$ cat src/sv/crs_pkg.sv
`timescale 1ns / 1ps

package crs_pkg;

  // Coordinate width of every edge on both channels
  localparam int CoordBits = 16;

  // Edge differences and sizes carry one extra sign bit
  localparam int DiffW = CoordBits + 1;
  // Magnitude of a difference or a size
  localparam int MagW  = CoordBits;
  // Magnitude product and rounded numerator 2*|d*s| + dw
  localparam int ProdW = 2 * CoordBits;
  localparam int NumW  = 2 * CoordBits + 1;
  // Divisor 2*dw
  localparam int DenW  = CoordBits + 1;
  // Quotient bits kept; anything larger saturates the edge anyway
  localparam int QuoW  = CoordBits + 1;
  // Final sum of source edge and signed quotient
  localparam int SumW  = QuoW + 2;

  // Scale lane depth: abs, multiply, numerator, one stage per quotient bit, sum
  localparam int LaneLat = QuoW + 4;

  // Stream payload layout
  localparam int InFields  = 12;
  localparam int OutFields = 8;
  localparam int InDataW   = ((InFields * CoordBits + 7) / 8) * 8;
  localparam int OutDataW  = ((OutFields * CoordBits + 1 + 7) / 8) * 8;

  // Signed coordinate limits
  localparam logic signed [CoordBits-1:0] CoordMax = {1'b0, {(CoordBits-1){1'b1}}};
  localparam logic signed [CoordBits-1:0] CoordMin = {1'b1, {(CoordBits-1){1'b0}}};

endpackage

$ cat src/sv/crs_skid.sv
`timescale 1ns / 1ps

// Output register plus one skid entry; ready is the inverted skid valid register.
module crs_skid import crs_pkg::*; (
  input  logic                clk_i,
  input  logic                rst_ni,
  input  logic                in_valid_i,
  input  logic [OutDataW-1:0] in_data_i,
  output logic                in_ready_o,
  output logic                out_valid_o,
  output logic [OutDataW-1:0] out_data_o,
  input  logic                out_ready_i
);

  logic                out_vld_q;
  logic                skid_vld_q;
  logic [OutDataW-1:0] out_data_q;
  logic [OutDataW-1:0] skid_data_q;
  logic                push;
  logic                load;

  assign in_ready_o = !skid_vld_q;
  assign push       = in_valid_i && !skid_vld_q;
  assign load       = !out_vld_q || out_ready_i;

  // Move skid entry or new item into the output register; park item when stalled
  always_ff @(posedge clk_i or negedge rst_ni) begin
    if (!rst_ni) begin
      out_vld_q  <= 1'b0;
      skid_vld_q <= 1'b0;
    end else if (load) begin
      out_vld_q  <= skid_vld_q || push;
      skid_vld_q <= 1'b0;
    end else if (push) begin
      skid_vld_q <= 1'b1;
    end
  end

  always_ff @(posedge clk_i) begin
    if (load) begin
      out_data_q <= skid_vld_q ? skid_data_q : in_data_i;
    end else if (!skid_vld_q) begin
      skid_data_q <= in_data_i;
    end
  end

  assign out_valid_o = out_vld_q;
  assign out_data_o  = out_data_q;

endmodule

$ cat config.mk
export PLATFORM = sky130hd
export DESIGN_NAME = crs_skid
export DESIGN_NICKNAME = d
export VERILOG_FILES = /design/src/sv/crs_pkg.sv /design/src/sv/crs_skid.sv
export SDC_FILE = /design/constraint.sdc
export NUM_CORES = 1
export LEC_CHECK = 0
export BUFFER_PORTS_ARGS = -buffer_cell sky130_fd_sc_hd__buf_2
export CAP_MARGIN = 30
export CORE_MARGIN = 1
export CORE_UTILIZATION = 54
export CTS_BUF_LIST = sky130_fd_sc_hd__clkbuf_4
export CTS_CLUSTER_SIZE = 30
export DETAILED_ROUTE_END_ITERATION = 7
export GPL_TIMING_DRIVEN = 1
export PLACE_DENSITY = 0.87
export SYNTH_ARGS = -nofsm -noshare
export SYNTH_HDL_FRONTEND = slang
export SYNTH_SLANG_ARGS = --single-unit
$ cat constraint.sdc
create_clock -name clk_i -period 11.2 [get_ports clk_i]
set_input_delay 0.56 -clock clk_i [delete_from_list [all_inputs] [get_ports clk_i]]
set_output_delay 0.56 -clock clk_i [all_outputs]
set_load 0.005 [all_outputs]
Word level (Yosys, flattened, before mapping)
Cells that the tools add are included.

Multiplexer cells: 3. Reduce and logical (&&, ||, !) cells: 6.

Operators with widths (number): two-way mux 136 bit (1); logical NOT 1 bit (2); logical OR 1 bit (2); two-way mux 1 bit (2); nonzero test 2 bit (1); logical AND 1 bit (1).

Word-level logic and storage cells: 13. Output and inout bits: 138. Input port bits: 140. Register bits: 274.

Logic depth before layout (Yosys ltp)
Gate-level depths: netlist of the first run.

Depth in word-level cells: 4. Gate-level depth with buffers: 4. Mapped depth without buffers: 2.

Worst setup path after synthesis of the first run
No wires, ideal clock.

Kind: input -> register. Start point: input out_ready_i. End point: register skid_data_q[0], enable pin. Arrival time: 8.313 ns. Slack: 2.187 ns. Stages on the path: 2. Library setup time: 0.700 ns. Data required time: 10.500 ns. Cells stage by stage: nand2b_1 -> inv_1.

Word-level cells in the longest chain between the ends: 1.

Ends and longest elaborated chain: start: declaration (line crs_skid.sv:12) `input logic out_ready_i`; logical OR 1 bit (line crs_skid.sv:24) `assign load = !out_vld_q || out_ready_i;`; end signal: assignment (line crs_skid.sv:43) `skid_data_q <= in_data_i;`; end: declaration (line crs_skid.sv:18) `logic [OutDataW-1:0] skid_data_q;`.

No other way between the ends. A chain may end at the register's enable or synchronous reset.

Worst setup path after layout of the first run
Start point: register skid_vld_q. End point: output in_ready_o.

Word-level cells in the longest chain between the ends: 1.

Ends and longest elaborated chain: start: declaration (line crs_skid.sv:16) `logic skid_vld_q;`; start signal: assignment (line crs_skid.sv:30) `skid_vld_q <= 1'b0;`; start signal: assignment (line crs_skid.sv:33) `skid_vld_q <= 1'b0;`; start signal: assignment (line crs_skid.sv:35) `skid_vld_q <= 1'b1;`; logical NOT 1 bit; end: declaration (line crs_skid.sv:9) `output logic in_ready_o,`.

No other way between the ends.

==> results.py, run 1 <==
metrics = {
    "run_status": {
        "status": "finished clean",
    },
    "power": {
        "switching_share": 0.219,
        "p_int_mw": 1.78,
        "pwr-share-clk": 0.354,
        "power_mw": 2.29,
        "powerDensity_nw_per_um2": 185,
        "leakage_nw": 4.83,
        "net-switching-power_mw": 0.501,
        "ir_worst_vdd_mv": 0.114,
        "power_frac_seq": 0.560,
        "power_frac_comb": 0.085,
    },
    "logic_synthesis": {
        "synth_simple_gate_area_frac": 0.00176,
        "yosysTopAreaCell": "edfxtp_1",
        "yosysUniqueCellTypes": 9,
        "synth-xor-area-share": 0,
        "yosys-top-cells-count": "edfxtp_1 (272), mux2_2 (136), buf_6 (14)",
        "synth-seq-cells": 274,
        "synthAdderAreaFrac": 0,
        "synthCells": 431,
        "seq_area_frac_synth": 0.827,
        "yosysWarningCount": 0,
        "yosysTopAreaCellShare": 0.822,
        "synth_top_family_by_area": "multiplexers",
        "ys_top_cells_by_area": "edfxtp_1 (82%), mux2_2 (15%), buf_6 (1.6%), dfrtp_1 (0.50%), inv_1 (0.076%)",
        "synth.avg_cell_area_um2": 23.1,
        "async_reset_ff_frac": 0.00730,
        "yosys_most_used_dff": "edfxtp_1",
        "synth_edf_count": 272,
        "synth.most_common_cell": "edfxtp_1",
        "yosys-mux-area-fraction": 0.154,
        "synth_fp_nets": 571,
        "synth-compound-area-share": 0,
        "synth.cell_area_um2": 9940,
    },
    "critical_path": {
        "path_class": "reg -> out",
        "worstSetupStartpoint": "skid_vld_q",
        "critPathCaptureType": "output port",
        "start_kind": "register",
        "worstPathRequired_ns": 10.64,
        "worstPathMaxFanout": 77,
        "arrival_ns": 2.84,
        "r2r-start": "skid_vld_q",
    },
    "global_route": {
        "grt_max_degree": 78,
        "first_global_vias": 5623,
        "grt_pass1_wl_um": 28500,
        "antenna_found_initial": 1,
        "grt.overflow.total": 0,
        "grtUsageTotal": 0.205,
    },
    "detailed_routing": {
        "via_count": 5371,
        "ant_nets": 0,
        "drt-total-wl_um": 19500,
        "drt_first_pass_iters": 4,
        "route.detailed.drc": 0,
        "vias_per_cell": 5.16,
        "wl_per_cell_um": 18.7,
        "drt_iter0_markers": 202,
    },
    "sta": {
        "period_needed_ns": 3.40,
        "rsz0062_at_grt": "no",
        "fin_ws_ns": 7.80,
        "fin_setup_tns_ns": 0,
        "slew_viol_final": 0,
        "maxSlewHeadroom": 0.328,
        "max_freq_mhz": 294,
        "setup_violations": 0,
        "worstMarginPinSlew_ns": 1.01,
        "clock_skew_ns": 0.0289,
        "post-route-period-util": 0.303,
        "finalHoldViolCount": 0,
    },
    "finish": {
        "design_area_um2": 12300,
        "n_fill_cell": 1203,
        "drive_gt1_frac": 0.644,
        "seq_area_um2": 8220,
        "multi_input_area_um2": 1560,
        "utilization": 0.685,
        "layout.nets": 909,
        "area_growth_pct": 24.2,
    },
    "cts": {
        "path_clk_slew_ns": 0.07,
        "clockBufferDepth": 3,
        "cts_made_buffers": 69,
        "post_cts_buffers": 0,
        "cts.htree.levels": 3,
        "tritoncts": "done",
        "root_buffer": "clkbuf_4",
        "cts_sinks": 274,
        "clkLatencyLatePin_ns": 0.63,
    },
    "placement": {
        "gp_congestion": 0.748,
        "port_buffers": 277,
        "placed_area_um2": 11500,
        "pre_cts_ws_ns": 8.33,
        "dp_hpwl_um": 12700,
    },
    "floorplanning": {
        "start_util": 0.551,
        "die_w_um": 138,
        "die_y_um": 138,
        "ioPinCount": 278,
        "num_rows": 49,
        "die-area_um2": 18900,
        "coreArea_um2": 18000,
    },
    "hold_path": {
        "worstHoldStart": "in_valid_i",
        "hold_path.class": "in -> reg",
    },
    "flow_run": {
        "cap_violations": 0,
    },
}
-- stage by stage --
stage	hold WS, ns	cells
floorplan	0.264	431
global placement	0.345	926
detailed placement	0.352	926
CTS	0.0954	1040
global route	0.100	1041
finish	0.158	1041
-- power groups by stage --
stage	sequential, mW	combinational (mW)	clock (mW)
after floorplan	1.30	0.0984	0
after global placement	1.30	0.186	0
after detailed placement	1.30	0.198	0
after CTS	1.28	0.199	0.834
after global routing	1.29	0.214	0.883
final	1.28	0.195	0.810
-- cell usage in the layout (no fill, tap or decap) --
master,netlist,layout
buf_2,1,277
buf_4,0,4
bufinv_16,0,2
clkbuf_4,0,96
clkinv_1,0,11
clkinv_2,0,2
dfrtp_1,2,1
dfrtp_4,0,1
diode_2,0,1
dlygate4sd3_1,0,1
edfxtp_1,272,272
inv_1,2,1
inv_2,0,2
inv_6,0,1
mux2_2,136,136
nand2_1,1,1
nand2b_4,0,1
nor2_1,2,2
-- flip-flops by register name (all words and copies together), names as in the netlist --
register	count
out_valid_o	1
skid_data_q	136
skid_vld_q	1
out_data_o	136
-- layout make-up --
type                       count  area share
multi-input combinational    140       0.126
timing repair buffer         282       0.116
clock buffer                  96      0.0584
tap                          229      0.0232
inverter                       2     0.00101
clock inverter                17     0.00963
antenna                        1    0.000203
sequential                   274       0.666
-- logic make-up (layout without fill, tap and decap cells) --
group | count (synthesis) | in the layout
buf+inv | 17 | 397
flops | 274 | 274
mux | 136 | 136
other cells | 0 | 1
simple gates | 4 | 4
-- routing by layer --
metal / vias to the layer above / routed length (um) / GRT usage
li1: 2442 / - / -
met1: 2597 / 6970 / 0.221
met2: 272 / 9840 / 0.338
met3: 60 / 2040 / 0.0868
met4: 0 / 672 / 0.115
met5: - / 0 / 0
-- repair_timing --
action / CTS / global route
gates resized for setup: 0 / 0
endpoints found under the setup margin: 0 / 0
hold buffers: 1 / 0
hold endpoints to repair: 2 / 0
-- final timing paths --
kind                                  endpoint  slack (ns)  cells past startpoint
worst max-delay path                in_ready_o        7.80                      3
worst min-delay path               out_valid_o        0.16                      3
worst max register to register  out_data_o[58]        8.51                      2
worst min register to register  out_data_o[84]        0.55                      1
max in group asynchronous          out_valid_o       10.84                      2
min in group asynchronous           skid_vld_q        0.25                      2
-- worst max-delay path: stages (launching register included) --
cell     delay, ns
dfrtp_4       0.95
buf_4         0.87
inv_1         0.08
buf_2         0.16
No activity file was read; power rests on OpenSTA's default activity.
==> inputs of run 2 (changes only) <==
CORE_UTILIZATION = 49   (was 54)
PLACE_DENSITY = 0.84   (was 0.87)
clock period = 3.1 ns   (was 11.2 ns; I/O delays follow)
==> results.py, run 2 (same netlist as run 1, synthesis figures left out) <==
metrics = {
    "floorplanning": {
        "start_util": 0.506,
        "die_w_um": 144,
        "die-area_um2": 20900,
        "ioPinCount": 278,
        "coreArea_um2": 19700,
        "die_y_um": 144,
        "num_rows": 51,
    },
    "hold_path": {
        "worstHoldStart": "in_valid_i",
        "hold_depth": 4,
        "hold_path.class": "in -> reg",
        "min_to": "out_valid_o",
    },
    "cts": {
        "root_buffer": "clkbuf_4",
        "cts_sinks": 274,
        "tritoncts": "done",
        "post_cts_buffers": 0,
        "clockBufferDepth": 3,
        "clkLatencyLatePin_ns": 0.63,
        "cts_made_buffers": 70,
        "cts.htree.levels": 3,
        "path_clk_slew_ns": 0.07,
    },
    "critical_path": {
        "path_class": "reg -> out",
        "critPathCaptureType": "output port",
        "arrival_ns": 2.01,
        "r2r_slack_ns": 1.19,
        "timing.rr.end": "skid_data_q[37]",
        "r2r-start": "skid_vld_q",
        "ff2ff_path_depth": 2,
        "start_kind": "register",
        "worstPathMaxFanout": 44,
        "worstPathRequired_ns": 2.94,
    },
    "placement": {
        "dp_hpwl_um": 11700,
        "placed_area_um2": 11600,
        "gp_congestion": 0.738,
        "pre_cts_ws_ns": 1.22,
        "dp_cells": 964,
        "port_buffers": 277,
    },
    "detailed_routing": {
        "ant_nets": 0,
        "drt_first_pass_iters": 4,
        "wl_per_cell_um": 18.3,
        "route.detailed.drc": 0,
        "via_count": 5919,
        "drt_iter0_markers": 208,
        "vias_per_cell": 4.79,
        "drt-total-wl_um": 22600,
    },
    "sta": {
        "maxSlewHeadroom": 0.461,
        "worstMarginPinSlew_ns": 0.808,
        "period_needed_ns": 2.17,
        "finalHoldViolCount": 0,
        "clock_skew_ns": 0.0439,
        "setup_violations": 0,
        "fin_hold_ws_ns": 0.284,
        "rsz0062_at_grt": "no",
        "fin_ws_ns": 0.934,
        "slew_viol_final": 0,
        "max_freq_mhz": 462,
        "fin_setup_tns_ns": 0,
        "post-route-period-util": 0.699,
    },
    "run_status": {
        "status": "finished clean",
    },
    "global_route": {
        "grt.overflow.total": 0,
        "grt_pass1_wl_um": 33100,
        "grt_max_degree": 139,
        "first_global_vias": 6425,
        "antenna_found_initial": 4,
        "grtUsageTotal": 0.215,
    },
    "power": {
        "power_mw": 8.56,
        "leakage_nw": 5.45,
        "powerDensity_nw_per_um2": 616,
        "ir_worst_vdd_mv": 0.501,
    },
    "flow_run": {
        "cap_violations": 0,
    },
    "finish": {
        "final_cell_mix": "buf_2 (277), edfxtp_1 (272), dlygate4sd3_1 (139)",
        "utilization": 0.707,
        "final_common_cell": "buf_2",
        "instances_no_fill": 1235,
        "layout.nets": 1050,
        "area_growth_pct": 39.9,
        "drive_gt1_frac": 0.551,
        "design_area_um2": 13900,
    },
}
run 2: power breakdown:
group / internal (mW) / total [mW] / switching (mW)
registers: 4.51 / 4.62 / 0.109
clock network: 1.59 / 3.06 / 1.47
logic: 0.473 / 0.882 / 0.408
total: 6.57 / 8.56 / 1.98
run 2: what timing repair did:
item / in CTS / in global routing
hold endpoints to repair: 276 / 0
resized for setup: 0 / 0
hold buffers: 139 / 0
run 2: routing by layer:
metal	global-route usage	vias to the layer above	wire length (um)
li1	-	2729	-
met1	0.242	2873	8600
met2	0.366	262	11700
met3	0.0669	55	1570
met4	0.117	0	718
met5	0	-	0
run 2: worst max-delay path by stage:
stage                     start              end  slack (ns)  cells after the start
global route         skid_vld_q       in_ready_o        0.77                      3
floorplan           out_valid_o   skid_data_q[0]       -1.25                      2
CTS                  skid_vld_q       in_ready_o        0.83                      3
finish               skid_vld_q       in_ready_o        0.93                      3
global placement     skid_vld_q   out_data_o[18]        1.25                      2
detailed placement   skid_vld_q  skid_data_q[37]        1.22                      2
run 2: cell type report:
| type | instances | area, um^2 |
|---|---|---|
| Tap cell | 265 | 332 |
| Antenna cell | 4 | 10.0 |
| Fill cell | 1249 | 5750 |
| Timing Repair Buffer | 422 | 2870 |
| Sequential cell | 274 | 8220 |
| Clock buffer | 100 | 751 |
| Clock inverter | 28 | 149 |
| Multi-Input combinational cell | 140 | 1560 |
| Inverter | 2 | 11.3 |
run 2: critical path, cell delays in order, from the launching register on:
cell and delay, ns:
dfrtp_4 0.84, buf_12 0.34, inv_1 0.06, buf_2 0.12
