`src/sv/crs_pkg.sv`:
```
`timescale 1ns / 1ps

package crs_pkg;

  // Coordinate width of every edge on both channels
  localparam int CoordBits = 16;

  // Edge differences and sizes carry one extra sign bit
  localparam int DiffW = CoordBits + 1;
  // Magnitude of a difference or a size
  localparam int MagW  = CoordBits;
  // Magnitude product and rounded numerator 2*|d*s| + dw
  localparam int ProdW = 2 * CoordBits;
  localparam int NumW  = 2 * CoordBits + 1;
  // Divisor 2*dw
  localparam int DenW  = CoordBits + 1;
  // Quotient bits kept; anything larger saturates the edge anyway
  localparam int QuoW  = CoordBits + 1;
  // Final sum of source edge and signed quotient
  localparam int SumW  = QuoW + 2;

  // Scale lane depth: abs, multiply, numerator, one stage per quotient bit, sum
  localparam int LaneLat = QuoW + 4;

  // Stream payload layout
  localparam int InFields  = 12;
  localparam int OutFields = 8;
  localparam int InDataW   = ((InFields * CoordBits + 7) / 8) * 8;
  localparam int OutDataW  = ((OutFields * CoordBits + 1 + 7) / 8) * 8;

  // Signed coordinate limits
  localparam logic signed [CoordBits-1:0] CoordMax = {1'b0, {(CoordBits-1){1'b1}}};
  localparam logic signed [CoordBits-1:0] CoordMin = {1'b1, {(CoordBits-1){1'b0}}};

endpackage

```
`src/sv/crs_div.sv`:
```
`timescale 1ns / 1ps

// Pipelined restoring divider: one quotient bit per stage, MSB first.
// Valid only when num_i < den_i << QuoW; the caller flags the other case.
module crs_div import crs_pkg::*; (
  input  logic            clk_i,
  input  logic            en_i,
  input  logic [NumW-1:0] num_i,
  input  logic [DenW-1:0] den_i,
  output logic [QuoW-1:0] quo_o
);

  logic [DenW-1:0] rem_q [QuoW];
  logic [DenW-1:0] den_q [QuoW];
  logic [QuoW-1:0] low_q [QuoW];
  logic [QuoW-1:0] quo_q [QuoW];

  for (genvar g = 0; g < QuoW; g++) begin : g_stage
    logic [DenW-1:0] rem_in;
    logic [DenW-1:0] den_in;
    logic [QuoW-1:0] low_in;
    logic [QuoW-1:0] quo_in;
    logic [DenW:0]   trial;
    logic            take;

    // First stage takes the high numerator bits as its partial remainder
    if (g == 0) begin : g_first
      assign rem_in = DenW'(num_i[NumW-1:QuoW]);
      assign den_in = den_i;
      assign low_in = num_i[QuoW-1:0];
      assign quo_in = '0;
    end else begin : g_next
      assign rem_in = rem_q[g-1];
      assign den_in = den_q[g-1];
      assign low_in = low_q[g-1];
      assign quo_in = quo_q[g-1];
    end

    // Shift in the next numerator bit and try the subtraction
    assign trial = {rem_in, low_in[QuoW-1]};
    assign take  = trial >= {1'b0, den_in};

    always_ff @(posedge clk_i) begin
      if (en_i) begin
        rem_q[g] <= take ? DenW'(trial - {1'b0, den_in}) : DenW'(trial);
        den_q[g] <= den_in;
        low_q[g] <= low_in << 1;
        quo_q[g] <= {quo_in[QuoW-2:0], take};
      end
    end
  end

  assign quo_o = quo_q[QuoW-1];

endmodule

```
`src/sv/crs_scale.sv`:
```
`timescale 1ns / 1ps

// One source edge: src + round_half_up(delta * size / dst_size), saturated.
// Passes src through when the destination size is invalid.
module crs_scale import crs_pkg::*; (
  input  logic                        clk_i,
  input  logic                        en_i,
  input  logic signed [DiffW-1:0]     delta_i,
  input  logic signed [DiffW-1:0]     size_i,
  input  logic        [MagW-1:0]      dst_size_i,
  input  logic signed [CoordBits-1:0] src_i,
  input  logic                        err_i,
  output logic signed [CoordBits-1:0] src_edge_o
);

  typedef struct packed {
    logic                 neg;
    logic                 ovf;
    logic                 err;
    logic [CoordBits-1:0] src;
  } side_t;

  // Stage A: magnitudes and result sign
  logic [DiffW-1:0]     abs_d;
  logic [DiffW-1:0]     abs_s;
  logic                 neg_d;
  logic [MagW-1:0]      mag_d_q;
  logic [MagW-1:0]      mag_s_q;
  logic                 neg_a_q;
  logic [MagW-1:0]      dw_a_q;
  logic [CoordBits-1:0] src_a_q;
  logic                 err_a_q;

  assign abs_d = delta_i[DiffW-1] ? DiffW'(-delta_i) : DiffW'(delta_i);
  assign abs_s = size_i[DiffW-1] ? DiffW'(-size_i) : DiffW'(size_i);
  assign neg_d = (delta_i[DiffW-1] ^ size_i[DiffW-1]) & (|delta_i) & (|size_i);

  always_ff @(posedge clk_i) begin
    if (en_i) begin
      mag_d_q <= abs_d[MagW-1:0];
      mag_s_q <= abs_s[MagW-1:0];
      neg_a_q <= neg_d;
      dw_a_q  <= dst_size_i;
      src_a_q <= src_i;
      err_a_q <= err_i;
    end
  end

  // Stage B: magnitude product
  logic [ProdW-1:0]     prod_q;
  logic                 neg_b_q;
  logic [MagW-1:0]      dw_b_q;
  logic [CoordBits-1:0] src_b_q;
  logic                 err_b_q;

  always_ff @(posedge clk_i) begin
    if (en_i) begin
      prod_q  <= ProdW'(mag_d_q) * ProdW'(mag_s_q);
      neg_b_q <= neg_a_q;
      dw_b_q  <= dw_a_q;
      src_b_q <= src_a_q;
      err_b_q <= err_a_q;
    end
  end

  // Stage C: numerator with rounding term (dw for positive, dw-1 for negative)
  logic [NumW-1:0]      num_q;
  logic [DenW-1:0]      den_q;
  logic                 neg_c_q;
  logic [CoordBits-1:0] src_c_q;
  logic                 err_c_q;

  always_ff @(posedge clk_i) begin
    if (en_i) begin
      num_q   <= {prod_q, 1'b0} + NumW'(dw_b_q) - NumW'(neg_b_q);
      den_q   <= {dw_b_q, 1'b0};
      neg_c_q <= neg_b_q;
      src_c_q <= src_b_q;
      err_c_q <= err_b_q;
    end
  end

  // Divide stages, with sign, overflow and pass-through data alongside
  logic [QuoW-1:0] quo;
  logic            ovf;
  side_t           side_q [QuoW];

  crs_div u_div (
    .clk_i (clk_i),
    .en_i  (en_i),
    .num_i (num_q),
    .den_i (den_q),
    .quo_o (quo)
  );

  // Quotient would not fit QuoW bits: the edge saturates
  assign ovf = {1'b0, num_q[NumW-1:QuoW]} >= den_q;

  always_ff @(posedge clk_i) begin
    if (en_i) begin
      side_q[0] <= '{neg: neg_c_q, ovf: ovf, err: err_c_q, src: src_c_q};
      for (int k = 1; k < QuoW; k++) begin
        side_q[k] <= side_q[k-1];
      end
    end
  end

  // Final stage: apply sign, add to source edge, saturate; pass source through on error
  side_t                  tail;
  logic [QuoW-1:0]        quo_sat;
  logic signed [QuoW:0]   quo_s;
  logic signed [SumW-1:0] sum;
  logic signed [CoordBits-1:0] sum_sat;
  logic signed [CoordBits-1:0] edge_q;

  assign tail    = side_q[QuoW-1];
  assign quo_sat = tail.ovf ? '1 : quo;
  assign quo_s   = tail.neg ? -$signed({1'b0, quo_sat}) : $signed({1'b0, quo_sat});
  assign sum     = SumW'($signed(tail.src)) + SumW'(quo_s);

  always_comb begin
    if (sum > SumW'(CoordMax)) begin
      sum_sat = CoordMax;
    end else if (sum < SumW'(CoordMin)) begin
      sum_sat = CoordMin;
    end else begin
      sum_sat = sum[CoordBits-1:0];
    end
  end

  always_ff @(posedge clk_i) begin
    if (en_i) begin
      edge_q <= tail.err ? $signed(tail.src) : sum_sat;
    end
  end

  assign src_edge_o = edge_q;

endmodule

```
`config.mk`:
```
export PLATFORM = sky130hd
export DESIGN_NAME = crs_scale
export DESIGN_NICKNAME = d
export VERILOG_FILES = /design/src/sv/crs_pkg.sv /design/src/sv/crs_div.sv /design/src/sv/crs_scale.sv
export SDC_FILE = /design/constraint.sdc
export NUM_CORES = 2
export LEC_CHECK = 0
export ABC_AREA = 1
export CAP_MARGIN = 20
export CORE_MARGIN = 5
export CORE_UTILIZATION = 32
export DETAILED_ROUTE_END_ITERATION = 8
export DONT_BUFFER_PORTS = 1
export PLACE_DENSITY = 0.56
export SYNTH_ARGS = -nofsm -noshare
export SYNTH_HDL_FRONTEND = slang
export SYNTH_HIERARCHICAL = 1
export SYNTH_SLANG_ARGS = --single-unit
```
`constraint.sdc`:
```
create_clock -name clk_i -period 5.7 [get_ports clk_i]
set_input_delay 0 -clock clk_i [delete_from_list [all_inputs] [get_ports clk_i]]
set_output_delay 0 -clock clk_i [all_outputs]
set_load 0.02 [all_outputs]
```
Yosys cells after proc, flatten, opt, wreduce, memory -nomap -nowiden:

Memory sizes are Yosys's and may differ from the RTL's.
Index checks and enable logic that the tools add are counted.

* input bits: 69
* register bits after elaboration: 215
* RAM bits: 1462
* latch bits: 0
* bits in read-only memories: 0
* output and inout bits: 16
* memories kept: 5

* equality and inequality tests: 0
* shifts and indexed selects: 0
* $add $sub $neg: 23
* bitwise gates (word level): 3
* div/mod/pow operators: 0
* $lt $le $gt $ge: 20
* mux-type cells: 26
* reductions and logical operators: 2
* multiply operators: 1

Memories
* side_q: words 17, width 19, read ports 17, clocked after Yosys merged registers in 0, write ports 17, line crs_scale.sv:86 `side_t side_q [QuoW];`
* u_div.den_q: words 17, width 17, read ports 16, clocked after Yosys merged registers in 0, write ports 17, line crs_div.sv:14 `logic [DenW-1:0] den_q [QuoW];`
* u_div.quo_q: words 17, width 17, read ports 17, clocked after Yosys merged registers in 0, write ports 17, line crs_div.sv:16 `logic [QuoW-1:0] quo_q [QuoW];`
* u_div.rem_q: words 17, width 17, read ports 16, clocked after Yosys merged registers in 0, write ports 17, line crs_div.sv:13 `logic [DenW-1:0] rem_q [QuoW];`
* u_div.low_q: words 17, width 16, read ports 16, clocked after Yosys merged registers in 0, write ports 17, line crs_div.sv:15 `logic [QuoW-1:0] low_q [QuoW];`

Operators with widths (count)
* $mux W17: 18
* $sub A17 B17 Y17: 17
* $ge A18 B17 Y1: 16
* $mux W16: 5
* $reduce_or A17 Y1: 2
* $add A33 B16 Y33: 1
* $sub A33 B1 Y33: 1
* $mul A16 B16 Y32: 1
* $neg A16 Y16: 2
* $add A16 B18 Y19: 1
* $gt A19 B16 Y1 const B: 1
* $lt A19 B16 Y1 const B: 1
* $mux W18: 1
* $neg A17 Y18: 1
* $ge A16 B17 Y1: 1
* $ge A17 B17 Y1: 1
* $and A1 B1 Y1: 2
* $mux W1: 2
* $xor A1 B1 Y1: 1

Longest topological paths before layout:

An unclocked memory read counts as a cell.

* depth in word-level cells: 9
* gate-level depth with buffers: 29
* mapped depth without buffers: 27

Hierarchy:

The synthesis kept the hierarchy.

Modules (own cells, without submodules)
* crs_div: times used 1, cells each 5613, area each 48575.3 um^2
* crs_scale: times used 1, cells each 2634, area each 30155.2 um^2

Least setup slack after synthesis:

No wires, ideal clock.

* kind: flip-flop to flip-flop
* start: register mag_d_q[5]
* end: register prod_q[25], data pin
* required time: 5440 ps
* slack: 53 ps
* arrival: 5387 ps
* stages on the path, launching flop included: 23
* buffers on the path: 2
* clock period less this slack: 5647 ps
* path through: edfxtp_1 > clkbuf_1 > clkbuf_1 > nand2_1 > fa_1 > inv_1 > fa_1 > inv_1 > fa_1 > inv_1 > fa_1 > fa_1 > inv_1 > fa_1 > inv_1 > ha_1 > nand2_1 > nor4_1 > nand4_1 > nand3_1 > nand2_1 > nand2_1 > xor2_1

* cells in the longest elaborated chain, start to end: 1

RTL lines
* start: declaration: line crs_scale.sv:27 `logic [MagW-1:0] mag_d_q;`
* start signal: assignment: line crs_scale.sv:40 `mag_d_q <= abs_d[MagW-1:0];`
* $mul A16 B16 Y32: line crs_scale.sv:58 `prod_q <= ProdW'(mag_d_q) * ProdW'(mag_s_q);`
* end signal: assignment: line crs_scale.sv:58
* end: declaration: line crs_scale.sv:50 `logic [ProdW-1:0] prod_q;`

Every way passes these cells.
A chain may end at the register's enable or synchronous reset.

Worst setup path after layout:

* start: register mag_s_q[5]
* end: register prod_q[27], data pin

* cells in the longest elaborated chain, start to end: 1

RTL lines
* start: declaration: line crs_scale.sv:28 `logic [MagW-1:0] mag_s_q;`
* start signal: assignment: line crs_scale.sv:41 `mag_s_q <= abs_s[MagW-1:0];`
* $mul A16 B16 Y32: line crs_scale.sv:58

Every way passes these cells.

==> metrics <==
sum of negative setup slack 0 ns; Multi-input gate area 30900 µm²; Final Max Tran Viols 0; Starting Density 32.1%; DRT Wirelength 181000 µm; Tot GR Track Use 14.0%; Final period util 96.2%; CTS H-Tree Depth 4; first-pass GRT wire length 290000 µm; clk_lat worst skew 0.80 ns; clk sinks 1371; cell taking the most area after synthesis edfxtp_1; Port Buffer Count 0; Mapped Cells 8247; vias 53200; Slew HR 10.0%; Antenna Nets Post-Route 0; most frequent cell after synthesis nand2_1; drt first pass iters 7; Via density 4.47; Placed Instances 11400; R2R cell count 25; Worst setup SP type register; top cells by area, synth edfxtp_1 (52%), nand2_1 (12%), inv_1 (7.9%); CORE AREA 245000 µm²; Die X 506 µm; Worst Setup Path Type register to register; final instance area 90200 µm²; Max-Cap Viols 0; CTS Buffer Depth 3; synth cell count leaders nand2_1 (2594), inv_1 (1666), edfxtp_1 (1371); HP Class primary input to register; # IOs 85; Worst-path clk slew 0.06 ns; DPL Wire Length 137000 µm; Final GP Congestion 0.851; placed inst area 82900 µm²; ys flop type edfxtp_1; Synth Warn # 6; outcome finished clean; final hold vios 0; fin nets 9293; minimum clock period 5.48 ns; antenna violations before repair 2; Critical Path AT 6.04 ns; largest net degree at the start of global routing 287; post-synthesis async set-or-reset flop share 0%; post-synthesis cell type count 57; grt total ovfl 0; # rows 182; total CTS buffers 159; Layout Utilization 36.8%; Fmax 0.182 GHz; chip height 506 µm; Synth Register Bits 1371; slew at the pin with the worst max-slew slack 1.35 ns; vias in the first global route 54000; Seq/Total Area, Yosys 52.3%; largest fanout on the critical path 6; DRC Markers 0; Iter 0 DRT Violations 3008; die area 256000 µm²; Synth top area share 52.3%; number of flops mapped to enable cells by yosys 1371; Setup crit end kind register; Storage cell area 41200 µm²; non-filler cells, final 11900; Worst EP required 6.25 ns; fillers 24400; TritonCTS clock tree built; Synth Cell Area 78700 µm²; Root Driver clkbuf_16; Hold Crit Depth 3; clock skew 0.0445 ns; Final setup viols 0; syn avg cell area 9.55 µm²; share of cells above drive strength 1 7.42%; Area Overhead vs Synth 14.6%; DR WL/cell 15.2 µm
==> sequential cells by signal, summed over array words and instances (netlist names), 32 cells and up <==
register and flops:
u_div/rem_q 272, u_div/quo_q 153, prod_q 32, side_q 323, u_div/den_q 272, u_div/low_q 136
num_q 33
==> layout make-up <==
class,count,area share (%)
antenna,1,0.00277
clock buffer,179,4.49
clock inverter,111,1.40
inverter,1678,6.98
multi-input combinational,5070,34.2
sequential,1371,45.6
tap,3220,4.46
timing repair buffer,256,2.82
==> what timing repair did <==
item                                   CTS  global route
resized for setup                        0            95
hold buffers                           132             1
setup endpoints to repair                1            19
pin swaps                                0            35
endpoints found under the hold margin  112           129
buffers inserted                         5            19
==> routing by layer <==
| metal | wire, µm | vias to the layer above | track usage [%] |
|---|---|---|---|
| met5 | 0 | - | 0 |
| li1 | - | 26800 | - |
| met3 | 5970 | 295 | 2.01 |
| met1 | 76100 | 25100 | 16.7 |
| met2 | 92800 | 881 | 25.8 |
| met4 | 5680 | 0 | 4.53 |
==> metrics by stage <==
stage          hold WS, ns  setup slack, ns
6_report            0.0763            0.216
5_1_grt             0.0595          -0.0468
4_1_cts            0.00494          0.00416
3_5_place_dp        0.0989          -0.0497
3_3_place_gp        0.0989           0.0133
2_1_floorplan       0.0989           0.0533
==> critical path, cell delays in order (launching register included) <==
cell,delay (ns)
edfxtp_1,0.43
buf_6,0.17
buf_6,0.12
buf_4,0.14
nand2_1,0.06
inv_1,0.05
fa_1,0.51
inv_1,0.06
fa_1,0.53
inv_1,0.04
ha_1,0.21
fa_1,0.49
fa_1,0.50
inv_1,0.06
fa_1,0.53
inv_1,0.07
ha_4,0.29
nand2_2,0.09
o211ai_1,0.30
nand2_1,0.11
nand2_2,0.12
nand3_1,0.09
nand2_2,0.11
nand2_1,0.07
nand3_1,0.07
nand2_1,0.06
==> cells by family (layout without fill, tap and decap cells) <==
logic type	after synthesis	count (layout)	share of synthesized area, %
AO/OA/AOI/OAI	369	369	2.64
XOR/XNOR	225	225	2.50
adder cells (fa/ha/maj)	688	688	13.0
buffers and inverters	1807	2224	8.97
flip-flops	1371	1371	52.3
other	1	3	0.00476
AND/OR/NAND/NOR	3786	3786	20.6
==> worst paths after layout <==
path                                                   start  slack, ns                      endpoint
worst max-delay path                    mag_s_q[5]$_DFFE_PP_       0.22          prod_q[27]$_DFFE_PP_
worst min-delay path                              delta_i[1]       0.08          mag_d_q[1]$_DFFE_PP_
worst max register to register          mag_s_q[5]$_DFFE_PP_       0.22          prod_q[27]$_DFFE_PP_
worst min register to register  u_div/low_q[0][52]$_DFFE_PP_       0.39  u_div/low_q[0][68]$_DFFE_PP_
==> cell usage in the layout (no fill, tap or decap), drive strengths merged, types with 48 or more instances in the layout <==
cell	Yosys	final
edfxtp	1371	1371
a21oi	263	263
nor2	364	364
fa	212	212
clkbuf	68	179
xor2	181	181
ha	476	476
nand4	49	49
dlygate4sd3	0	132
buf	61	124
nand3	531	531
inv	1676	1686
clkinv	2	75
nand2	2701	2701
nor3	48	48
Power is not shown: default switching activity piles up to over one toggle a cycle in this logic, so the estimate is an artifact.
